===== src/hdl/assert_macros.svh =====
// ----------------------------------------------------------------------------
// Assertion macros used by the RTL file that carries checks.
// ----------------------------------------------------------------------------
`ifndef ASSERT_MACROS_SVH
`define ASSERT_MACROS_SVH

// Same-cycle implication, disabled while reset is high.
`define ASSERT_IMPLY(label, clk, rst, ante, cons, msg) \
   label: assert property (@(posedge clk) disable iff (rst) (ante) |-> (cons)) \
      else $error(msg);

// Next-cycle implication, disabled while reset is high.
`define ASSERT_NEXT(label, clk, rst, ante, cons, msg) \
   label: assert property (@(posedge clk) disable iff (rst) (ante) |=> (cons)) \
      else $error(msg);

`endif


===== src/hdl/hogc_pkg.sv =====
// ----------------------------------------------------------------------------
// hogc_pkg
// Types, constants and the reciprocal divide helper of the cell histogram.
// ----------------------------------------------------------------------------
package hogc_pkg;

   localparam int unsigned BINS      = 9;
   localparam int unsigned DEG180    = 23040;
   localparam int unsigned SPAN      = 23040;
   localparam int unsigned HALF      = SPAN / 2;
   localparam int unsigned TOP       = BINS * SPAN;

   // SPAN = 512 * 45: a power-of-two shift followed by a divide by 45.
   localparam int unsigned SHIFT_DIV = 9;
   localparam int unsigned ODD_DIV   = SPAN >> SHIFT_DIV;
   localparam logic [31:0] RECIP     = 32'((64'd1 << 32) / ODD_DIV);

   localparam int unsigned ANG_W     = $clog2(DEG180 + 1);
   localparam int unsigned A_W       = $clog2(TOP + 1);
   localparam int unsigned X_W       = A_W - SHIFT_DIV;
   localparam int unsigned BIN_W     = $clog2(BINS);
   localparam int unsigned W_W       = $clog2(SPAN + 1);
   localparam int unsigned MAG_W     = 16;
   localparam int unsigned PROD_W    = MAG_W + W_W;
   localparam int unsigned XS_W      = PROD_W - SHIFT_DIV;
   localparam int unsigned SHARE_W   = MAG_W;
   localparam int unsigned SUM_W     = 24;
   localparam logic [SUM_W-1:0] SUM_MAX = '1;

   typedef struct packed {
      logic [15:0] angle_deg;
      logic [15:0] magnitude;
      logic        last_in_cell;
   } req_type;

   typedef struct packed {
      logic [3:0]  bin_number;
      logic [23:0] bin_sum;
      logic        final_bin;
   } rsp_type;

   // Bin index and the two interpolation weights of one pixel.
   typedef struct packed {
      logic             vld;
      logic             last;
      logic [MAG_W-1:0] mag;
      logic [BIN_W-1:0] bin;
      logic [W_W-1:0]   w0;
      logic [W_W-1:0]   w1;
   } weight_type;

   // Shares to add into bin and bin+1.
   typedef struct packed {
      logic               vld;
      logic               last;
      logic [BIN_W-1:0]   bin;
      logic [SHARE_W-1:0] s0;
      logic [SHARE_W-1:0] s1;
   } bin_update_type;

   // Estimate of x / ODD_DIV; it is either exact or one too small.
   function automatic logic [31:0] div_odd_est(input logic [31:0] x);
      logic [63:0] prod;
      prod = 64'(x) * 64'(RECIP);
      return prod[63:32];
   endfunction

endpackage


===== src/hdl/hogc_weight_pipe.sv =====
// ----------------------------------------------------------------------------
// hogc_weight_pipe
// Input register, angle folding and scaling, bin search and weight selection.
// ----------------------------------------------------------------------------
module hogc_weight_pipe (
   input  logic                   clock,
   input  logic                   reset,
   input  logic                   adv,
   input  logic                   req_valid,
   input  hogc_pkg::req_type      req_data,
   output hogc_pkg::weight_type   wgt
);
   import hogc_pkg::*;

   // Input register.
   logic                a_vld_ff;
   req_type             a_req_ff;

   // Folded and scaled angle.
   logic [15:0]         b_ang_sub;
   logic [ANG_W-1:0]    b_fold;
   logic [A_W-1:0]      b_a_in;
   logic                b_vld_ff;
   logic [A_W-1:0]      b_a_ff;
   logic [MAG_W-1:0]    b_mag_ff;
   logic                b_last_ff;

   // Region and bin estimate.
   logic [A_W-1:0]      c_p;
   logic [X_W-1:0]      c_kest_in;
   logic                c_low_in;
   logic                c_high_in;
   logic                c_vld_ff;
   logic [A_W-1:0]      c_a_ff;
   logic [X_W-1:0]      c_kest_ff;
   logic                c_low_ff;
   logic                c_high_ff;
   logic [MAG_W-1:0]    c_mag_ff;
   logic                c_last_ff;

   // Bin correction and weights.
   logic [A_W-1:0]      d_p;
   logic [X_W-1:0]      d_x;
   logic [X_W-1:0]      d_r;
   logic                d_corr;
   logic [X_W-1:0]      d_rf;
   logic [X_W-1:0]      d_k;
   logic [W_W-1:0]      d_f;
   logic [BIN_W-1:0]    d_bin_in;
   logic [W_W-1:0]      d_w0_in;
   logic [W_W-1:0]      d_w1_in;
   logic                d_vld_ff;
   logic                d_last_ff;
   logic [MAG_W-1:0]    d_mag_ff;
   logic [BIN_W-1:0]    d_bin_ff;
   logic [W_W-1:0]      d_w0_ff;
   logic [W_W-1:0]      d_w1_ff;

   always_ff @(posedge clock) begin
      if (reset) begin
         a_vld_ff <= 1'b0;
         b_vld_ff <= 1'b0;
         c_vld_ff <= 1'b0;
         d_vld_ff <= 1'b0;
      end else if (adv) begin
         a_vld_ff <= req_valid;
         b_vld_ff <= a_vld_ff;
         c_vld_ff <= b_vld_ff;
         d_vld_ff <= c_vld_ff;
      end
   end

   // Fold once by 180 degrees, then clamp anything still above 180.
   always_comb begin
      b_ang_sub = a_req_ff.angle_deg;
      if (b_ang_sub > 16'(DEG180)) begin
         b_ang_sub = b_ang_sub - 16'(DEG180);
      end
      if (b_ang_sub > 16'(DEG180)) begin
         b_fold = ANG_W'(DEG180);
      end else begin
         b_fold = ANG_W'(b_ang_sub);
      end
      b_a_in = A_W'(32'(b_fold) * 32'(BINS));
   end

   // The estimate is meaningful only in the middle region.
   assign c_p       = b_a_ff - A_W'(HALF);
   assign c_kest_in = X_W'(div_odd_est(32'(c_p[A_W-1:SHIFT_DIV])));
   assign c_low_in  = (b_a_ff <= A_W'(HALF));
   assign c_high_in = (b_a_ff >= A_W'(TOP - HALF));

   always_comb begin
      d_p    = c_a_ff - A_W'(HALF);
      d_x    = d_p[A_W-1:SHIFT_DIV];
      d_r    = d_x - X_W'(32'(c_kest_ff) * 32'(ODD_DIV));
      d_corr = (d_r >= X_W'(ODD_DIV));
      d_rf   = d_corr ? (d_r - X_W'(ODD_DIV)) : d_r;
      d_k    = c_kest_ff + X_W'(d_corr);
      d_f    = W_W'({d_rf, d_p[SHIFT_DIV-1:0]});
      if (c_low_ff) begin
         d_bin_in = '0;
         d_w0_in  = W_W'(32'(c_a_ff) + 32'(HALF));
         d_w1_in  = '0;
      end else if (c_high_ff) begin
         d_bin_in = BIN_W'(BINS - 1);
         d_w0_in  = W_W'(32'(TOP) + 32'(HALF) - 32'(c_a_ff));
         d_w1_in  = '0;
      end else begin
         d_bin_in = BIN_W'(d_k);
         d_w0_in  = W_W'(SPAN) - d_f;
         d_w1_in  = d_f;
      end
   end

   always_ff @(posedge clock) begin
      if (adv) begin
         a_req_ff  <= req_data;
         b_a_ff    <= b_a_in;
         b_mag_ff  <= a_req_ff.magnitude;
         b_last_ff <= a_req_ff.last_in_cell;
         c_a_ff    <= b_a_ff;
         c_kest_ff <= c_kest_in;
         c_low_ff  <= c_low_in;
         c_high_ff <= c_high_in;
         c_mag_ff  <= b_mag_ff;
         c_last_ff <= b_last_ff;
         d_last_ff <= c_last_ff;
         d_mag_ff  <= c_mag_ff;
         d_bin_ff  <= d_bin_in;
         d_w0_ff   <= d_w0_in;
         d_w1_ff   <= d_w1_in;
      end
   end

   assign wgt.vld  = d_vld_ff;
   assign wgt.last = d_last_ff;
   assign wgt.mag  = d_mag_ff;
   assign wgt.bin  = d_bin_ff;
   assign wgt.w0   = d_w0_ff;
   assign wgt.w1   = d_w1_ff;

endmodule


===== src/hdl/hogc_share_pipe.sv =====
// ----------------------------------------------------------------------------
// hogc_share_pipe
// Weighted magnitude products and their division by one span.
// ----------------------------------------------------------------------------
module hogc_share_pipe (
   input  logic                       clock,
   input  logic                       reset,
   input  logic                       adv,
   input  hogc_pkg::weight_type       wgt,
   output hogc_pkg::bin_update_type   upd
);
   import hogc_pkg::*;

   logic [PROD_W-1:0]  e_prod0_in;
   logic [PROD_W-1:0]  e_prod1_in;
   logic               e_vld_ff;
   logic               e_last_ff;
   logic [BIN_W-1:0]   e_bin_ff;
   logic [PROD_W-1:0]  e_prod0_ff;
   logic [PROD_W-1:0]  e_prod1_ff;

   logic [XS_W-1:0]    f_x0;
   logic [XS_W-1:0]    f_x1;
   logic [SHARE_W-1:0] f_est0_in;
   logic [SHARE_W-1:0] f_est1_in;
   logic               f_vld_ff;
   logic               f_last_ff;
   logic [BIN_W-1:0]   f_bin_ff;
   logic [XS_W-1:0]    f_x0_ff;
   logic [XS_W-1:0]    f_x1_ff;
   logic [SHARE_W-1:0] f_est0_ff;
   logic [SHARE_W-1:0] f_est1_ff;

   logic [XS_W-1:0]    g_r0;
   logic [XS_W-1:0]    g_r1;
   logic [SHARE_W-1:0] g_s0_in;
   logic [SHARE_W-1:0] g_s1_in;
   logic               g_vld_ff;
   logic               g_last_ff;
   logic [BIN_W-1:0]   g_bin_ff;
   logic [SHARE_W-1:0] g_s0_ff;
   logic [SHARE_W-1:0] g_s1_ff;

   assign e_prod0_in = PROD_W'(32'(wgt.mag) * 32'(wgt.w0));
   assign e_prod1_in = PROD_W'(32'(wgt.mag) * 32'(wgt.w1));

   assign f_x0      = e_prod0_ff[PROD_W-1:SHIFT_DIV];
   assign f_x1      = e_prod1_ff[PROD_W-1:SHIFT_DIV];
   assign f_est0_in = SHARE_W'(div_odd_est(32'(f_x0)));
   assign f_est1_in = SHARE_W'(div_odd_est(32'(f_x1)));

   // One correction step brings each estimate to the exact quotient.
   assign g_r0    = f_x0_ff - XS_W'(32'(f_est0_ff) * 32'(ODD_DIV));
   assign g_r1    = f_x1_ff - XS_W'(32'(f_est1_ff) * 32'(ODD_DIV));
   assign g_s0_in = f_est0_ff + SHARE_W'(g_r0 >= XS_W'(ODD_DIV));
   assign g_s1_in = f_est1_ff + SHARE_W'(g_r1 >= XS_W'(ODD_DIV));

   always_ff @(posedge clock) begin
      if (reset) begin
         e_vld_ff <= 1'b0;
         f_vld_ff <= 1'b0;
         g_vld_ff <= 1'b0;
      end else if (adv) begin
         e_vld_ff <= wgt.vld;
         f_vld_ff <= e_vld_ff;
         g_vld_ff <= f_vld_ff;
      end
   end

   always_ff @(posedge clock) begin
      if (adv) begin
         e_last_ff  <= wgt.last;
         e_bin_ff   <= wgt.bin;
         e_prod0_ff <= e_prod0_in;
         e_prod1_ff <= e_prod1_in;
         f_last_ff  <= e_last_ff;
         f_bin_ff   <= e_bin_ff;
         f_x0_ff    <= f_x0;
         f_x1_ff    <= f_x1;
         f_est0_ff  <= f_est0_in;
         f_est1_ff  <= f_est1_in;
         g_last_ff  <= f_last_ff;
         g_bin_ff   <= f_bin_ff;
         g_s0_ff    <= g_s0_in;
         g_s1_ff    <= g_s1_in;
      end
   end

   assign upd.vld  = g_vld_ff;
   assign upd.last = g_last_ff;
   assign upd.bin  = g_bin_ff;
   assign upd.s0   = g_s0_ff;
   assign upd.s1   = g_s1_ff;

endmodule


===== src/hdl/hogc_accum.sv =====
// ----------------------------------------------------------------------------
// hogc_accum
// Saturating bin sums; the output bank drains a bin a cycle unless stalled.
// ----------------------------------------------------------------------------
module hogc_accum (
   input  logic                       clock,
   input  logic                       reset,
   input  logic                       adv,
   input  hogc_pkg::bin_update_type   upd,
   output logic                       rsp_valid,
   input  logic                       rsp_stall,
   output hogc_pkg::rsp_type          rsp_data
);
   import hogc_pkg::*;

   logic [SUM_W-1:0] acc_ff   [BINS];
   logic [SUM_W-1:0] acc_in   [BINS];
   logic [SUM_W-1:0] bank_ff  [BINS];
   logic             busy_ff;
   logic [BIN_W-1:0] cnt_ff;
   logic [BIN_W:0]   bin1;
   logic             take;
   logic             load;
   logic             xfer;
   logic             final_bin;

   assign bin1      = {1'b0, upd.bin} + (BIN_W+1)'(1);
   assign take      = adv & upd.vld;
   assign load      = take & upd.last;
   assign xfer      = busy_ff & ~rsp_stall;
   assign final_bin = (cnt_ff == BIN_W'(BINS - 1));

   always_comb begin
      logic [SUM_W+1:0] sum;
      for (int i = 0; i < BINS; i++) begin
         sum = (SUM_W+2)'(acc_ff[i]);
         if (upd.bin == BIN_W'(i)) begin
            sum = sum + (SUM_W+2)'(upd.s0);
         end
         if (bin1 == (BIN_W+1)'(i)) begin
            sum = sum + (SUM_W+2)'(upd.s1);
         end
         acc_in[i] = (sum > (SUM_W+2)'(SUM_MAX)) ? SUM_MAX : sum[SUM_W-1:0];
      end
   end

   always_ff @(posedge clock) begin
      if (reset) begin
         for (int i = 0; i < BINS; i++) begin
            acc_ff[i] <= '0;
         end
      end else if (take) begin
         for (int i = 0; i < BINS; i++) begin
            acc_ff[i] <= upd.last ? '0 : acc_in[i];
         end
      end
   end

   always_ff @(posedge clock) begin
      if (reset) begin
         busy_ff <= 1'b0;
         cnt_ff  <= '0;
      end else if (load) begin
         busy_ff <= 1'b1;
         cnt_ff  <= '0;
      end else if (xfer) begin
         if (final_bin) begin
            busy_ff <= 1'b0;
         end else begin
            cnt_ff <= cnt_ff + BIN_W'(1);
         end
      end
   end

   // The bank shifts toward entry zero, which always faces the output.
   always_ff @(posedge clock) begin
      if (load) begin
         bank_ff <= acc_in;
      end else if (xfer) begin
         for (int i = 0; i < BINS - 1; i++) begin
            bank_ff[i] <= bank_ff[i+1];
         end
      end
   end

   assign rsp_valid           = busy_ff;
   assign rsp_data.bin_number = 4'(cnt_ff);
   assign rsp_data.bin_sum    = bank_ff[0];
   assign rsp_data.final_bin  = final_bin;

endmodule


===== src/hdl/oriented_gradient_cell_histogram.sv =====
// ----------------------------------------------------------------------------
// oriented_gradient_cell_histogram - orientation histogram of one image cell.
// The closing pixel crosses the weight and share pipes into the bank; then
// a bin per cycle unless rsp_stall. One pixel per cycle, stalled only while
// a closing pixel waits for the prior drain. Reset clears valids, sums, drain.
// ----------------------------------------------------------------------------
`include "assert_macros.svh"

module oriented_gradient_cell_histogram (
   input  logic                  clock,
   input  logic                  reset,
   input  logic                  req_valid,
   output logic                  req_stall,
   input  hogc_pkg::req_type     req_data,
   output logic                  rsp_valid,
   input  logic                  rsp_stall,
   output hogc_pkg::rsp_type     rsp_data
);
   import hogc_pkg::*;

   // The whole pixel pipeline moves in lock step. It halts only when the
   // pixel closing a cell reaches the accumulators while the output bank is
   // still draining the previous cell; the halt is decided from registers
   // alone, so there is no combinational path from rsp_stall to req_stall.
   logic           hold;
   logic           adv;
   weight_type     wgt;
   bin_update_type upd;

   assign hold      = upd.vld & upd.last & rsp_valid;
   assign adv       = ~hold;
   assign req_stall = hold;

   // Input register, fold of the angle into 0..180 degrees, scaling by the
   // bin count, and the search for the lower neighbouring bin centre. The
   // divide by one span is a shift by 9 bits and a reciprocal multiply by 1/45
   // with a single correction step.
   hogc_weight_pipe u_weight (
      .clock     (clock),
      .reset     (reset),
      .adv       (adv),
      .req_valid (req_valid),
      .req_data  (req_data),
      .wgt       (wgt)
   );

   // Magnitude times each weight, then the same exact divide by one span to
   // give the two shares; the remainders are dropped.
   hogc_share_pipe u_share (
      .clock (clock),
      .reset (reset),
      .adv   (adv),
      .wgt   (wgt),
      .upd   (upd)
   );

   // Saturating accumulation of both shares in the same cycle. On the closing
   // pixel the updated sums move into the output bank and the accumulators
   // restart from zero, so the next cell can stream in without a gap.
   hogc_accum u_accum (
      .clock     (clock),
      .reset     (reset),
      .adv       (adv),
      .upd       (upd),
      .rsp_valid (rsp_valid),
      .rsp_stall (rsp_stall),
      .rsp_data  (rsp_data)
   );

   // Input is held back only while a histogram is being drained.
   `ASSERT_IMPLY(a_stall_while_draining, clock, reset, req_stall, rsp_valid,
                 "stall without drain")

   // The final bin's transfer ends the drain.
   `ASSERT_NEXT(a_drain_ends, clock, reset,
                rsp_valid && !rsp_stall && rsp_data.final_bin, !rsp_valid,
                "drain did not end")

   // Bins leave in ascending order with no gap.
   `ASSERT_NEXT(a_bin_order, clock, reset,
                rsp_valid && !rsp_stall && !rsp_data.final_bin,
                rsp_valid && (rsp_data.bin_number == $past(rsp_data.bin_number) + 4'd1),
                "bin order broken")

endmodule


===== config.mk =====
export PLATFORM = sky130hd
export DESIGN_NAME = oriented_gradient_cell_histogram
export DESIGN_NICKNAME = d
export VERILOG_FILES = /design/src/hdl/hogc_pkg.sv /design/src/hdl/hogc_weight_pipe.sv /design/src/hdl/hogc_share_pipe.sv /design/src/hdl/hogc_accum.sv /design/src/hdl/oriented_gradient_cell_histogram.sv
export VERILOG_INCLUDE_DIRS = /design/src /design/src/hdl
export SDC_FILE = /design/constraint.sdc
export NUM_CORES = 2
export LEC_CHECK = 0
export ABC_AREA = 1
export BUFFER_PORTS_ARGS = -buffer_cell sky130_fd_sc_hd__buf_2
export CAP_MARGIN = 20
export CORE_MARGIN = 5
export CORE_UTILIZATION = 40
export CTS_BUF_LIST = sky130_fd_sc_hd__clkbuf_4
export DETAILED_ROUTE_END_ITERATION = 16
export GPL_TIMING_DRIVEN = 0
export HOLD_SLACK_MARGIN = 0.06
export PLACE_DENSITY = 0.64
export RECOVER_POWER = 50
export SYNTH_ARGS = -nofsm -noshare
export SYNTH_HDL_FRONTEND = slang
export SYNTH_SLANG_ARGS = --single-unit

===== constraint.sdc =====
create_clock -name clock -period 43.2 [get_ports clock]
set_clock_uncertainty 0.05 [all_clocks]
set_input_delay 6.48 -clock clock [delete_from_list [all_inputs] [get_ports clock]]
set_output_delay 6.48 -clock clock [all_outputs]
set_load 0.01 [all_outputs]

==> impl_metrics.py <==
metrics = {
    "synthesis": {
        "synth.cells.most_frequent": "nand2_1, inv_1, ha_1",
        "yosys.cell_count.top_type": "nand2_1",
        "postSynthNetCount": 12500,
        "syn_avg_cell_area_sq_um": 8.32,
        "synth_enable_flop_cells": 759,
        "synthArstFlopShare_pct": 0,
        "ys_warn_count": 0,
        "synth_cell_types": 72,
        "syn_inst": 10600,
        "synth.top_cell.area_share_pct": 25.8,
        "synth_area_sq_um": 88400,
        "synth.yosys.seq_area_share_pct": 26.1,
        "most_used_flip_flop_cell_after_synthesis": "edfxtp_1",
        "synth-seq-cells": 771,
        "ys_top_cells_by_area": "edfxtp_1, fa_1, ha_1",
        "synth.largest_area_cell": "edfxtp_1",
    },
    "clock_network": {
        "max_clock_buf_depth": 3,
        "cts.repair.resized": 0,
        "cts_post_setup_buffers_inserted": 0,
        "worst_skew_pair.late_latency_ns": 1.34,
        "numClockSinks": 771,
        "tritoncts.num_buffers": 213,
        "postCtsHoldBufs": 0,
        "tritoncts": "done",
        "root_buffer": "clkbuf_4",
        "ctsHtreeMaxLevel": 4,
        "path_clk_slew_ns": 0.07,
    },
    "detailed_routing": {
        "routed-via-count": 72300,
        "drt_wl_total_mm": 258,
        "drt_iter0_markers": 5764,
        "route.antenna.remaining_nets": 0,
        "viasPerCell": 5.13,
        "drcViolationCount": 0,
        "first_pass_iters": 6,
        "routedWlPerCell_um": 18.3,
    },
    "die": {
        "pin_count": 68,
        "floorplan.rows": 172,
        "dieWidth_um": 480,
        "die_ar_sq_um": 230000,
        "die_height_um": 480,
        "initial_cell_density_of_the_core_pct": 40.2,
        "design.core.area_sq_um": 220000,
    },
    "sta": {
        "slew-limit-headroom_pct": -333,
        "timing_max_transition_violations_final": 389,
        "finalSetupViolCount": 0,
        "layout_min_cycle_time_ns": 13.77,
        "final_min_period_over_clock_period_pct": 31.9,
        "max_clock_freq_mhz": 72.6,
        "rsz0062_at_grt": "false",
        "worst_slew_pin_slew_ns": 6.49,
        "final_critical_path_setup_slack_ns": 29.43,
        "report.final.hold_viol_count": 0,
        "timing.setup.tns_ns": 0,
        "timing.hold.ws_ns": 0.303,
    },
    "worst_setup_path": {
        "cp_data_required_time_ns": 43.81,
        "critical_path_arrival_ns": 14.38,
        "setup.worst_path.class": "flop to flop",
        "most_used_cell_along_the_critical_path": "clkbuf_1",
        "critical_path.cell_chain": "inv_1, nor3_1, clkbuf_1, clkinvlp_2, clkbuf_1, clkbuf_1",
        "crit_path_end_kind": "flop",
        "timing.critical_path.from_type": "flop",
        "reg2reg_slack_ns": 29.43,
        "worst_r2r_path_depth": 6,
        "slowest_delay_ns": 4.81,
        "cpMaxStageDelayCell": "clkbuf_1",
        "crit_path_max_fanout": 134,
    },
    "flow_run": {
        "drv.max_cap_violation_count": 5,
    },
    "grt": {
        "grt_start_max_net_pins": 135,
        "grt_remaining_overflow": 0,
        "gr-usage-all-layers_pct": 22.1,
        "global_route_wire_length_before_repair_mm": 400,
        "grt_antenna_before_repair": 5,
        "number_of_global_route_vias_before_repair": 72200,
    },
    "status": {
        "outcome": "finished, violations left",
        "violations": "capacitance limit, slew limit",
    },
    "placed_design": {
        "dp_hpwl_mm": 209,
        "pre_cts_setup_slack_ns": 34.06,
        "placement.io_buffers": 67,
        "place_congestion": 0.949,
    },
    "finish": {
        "syn_to_final_growth_pct": 8.49,
        "final_nets": 12800,
        "final_layout_size_suffix_gt1_share_pct": 6.02,
        "filler_cell_count": 21700,
    },
    "min_path": {
        "min_delay_path_class": "flop to flop",
        "worst_hold_path.num_cells": 0,
    },
}
[worst max-delay path, delay by kind of cell (launching register included)]
kind / cells / cell delay, ns
flops: 1 / 0.33
simple gates: 1 / 0.10
buf+inv: 5 / 12.00
[area by class of cell]
| cell class | count | area, sq um | area share, % |
|---|---|---|---|
| timing repair buffer | 107 | 1270 | 1.33 |
| clock buffer | 290 | 2180 | 2.27 |
| buffer | 279 | 1190 | 1.25 |
| multi-input combinational | 7527 | 56100 | 58.5 |
| sequential | 771 | 23000 | 24.0 |
| tap | 2958 | 3700 | 3.86 |
| antenna | 7 | 17.5 | 0.0183 |
| clock inverter | 101 | 693 | 0.723 |
| inverter | 2045 | 7680 | 8.01 |
[through the flow]
stage / instances / area (sq um) / util (%)
floorplan: 10600 / 88400 / -
global placement: 13600 / 92400 / 42.1
detailed placement: 13700 / 93400 / 42.5
CTS: 14100 / 96300 / 43.8
global route: 14100 / 95900 / 43.6
finish: 14100 / 95900 / 43.6
[registers in the layout (all words and copies together), names as in the netlist, 16 cells and up]
register / cells
u_accum.acc_ff: 216
u_accum.bank_ff: 192
u_accum.rsp_data: 24
u_share.e_prod0_ff: 22
u_share.e_prod1_ff: 22
u_share.f_est0_ff: 16
u_share.f_est1_ff: 16
u_share.f_x0_ff: 22
u_share.f_x1_ff: 22
u_share.g_s0_ff: 16
u_share.g_s1_ff: 16
u_weight.a_req_ff: 33
u_weight.b_a_ff: 18
u_weight.b_mag_ff: 16
u_weight.c_a_ff: 18
u_weight.c_mag_ff: 16
u_weight.d_mag_ff: 16
[path summary, 6_finish.rpt]
path,start,to
min reg2reg,u_weight.c_mag_ff[15],u_weight.d_mag_ff[15]
min,u_weight.c_mag_ff[15],u_weight.d_mag_ff[15]
max reg2reg,u_accum.rsp_valid,u_weight.b_mag_ff[12]
max,u_accum.rsp_valid,u_weight.b_mag_ff[12]
[cells in the final DEF (no fill, tap or decap), drive strengths merged, types with 4 or more instances in the layout]
cell type / count
nand2: 2627
inv: 2047
ha: 1081
fa: 759
edfxtp: 759
a21oi: 607
o21ai: 605
nor2: 559
clkbuf: 512
nand3: 345
xor2: 261
buf: 164
xnor2: 147
clkinv: 91
nand4: 88
or2: 67
nor3: 65
a21o: 49
o21bai: 37
a31oi: 31
o211ai: 31
o21a: 25
nand3b: 25
nor4: 23
a21boi: 16
dfxtp: 12
o221ai: 9
mux2i: 9
a211oi: 9
diode: 7
o22ai: 7
a221oi: 6
o2111ai: 5
bufinv: 5
a2bb2oi: 4
a22oi: 4
and2: 4
[per-layer routing]
layer | vias to the layer above | wire length, um | GRT usage (%)
li1 | 34900 | - | -
met1 | 34500 | 110000 | 29.1
met2 | 2391 | 120000 | 37.0
met3 | 493 | 17000 | 3.33
met4 | 0 | 10400 | 8.19
met5 | - | 0 | 0
[logic make-up after synthesis]
family / Yosys count / synth area share [%]
flops: 771 / 26.1
simple gates: 3812 / 17.9
fa+ha+maj: 1840 / 32.5
buf+inv: 2324 / 10.2
compound gates: 1458 / 9.17
xor+xnor: 408 / 4.12
mux: 9 / 0.102
Power is left out: the tool's default activity adds up to more than one toggle a clock period on the data nets, which glitch-free logic cannot reach.
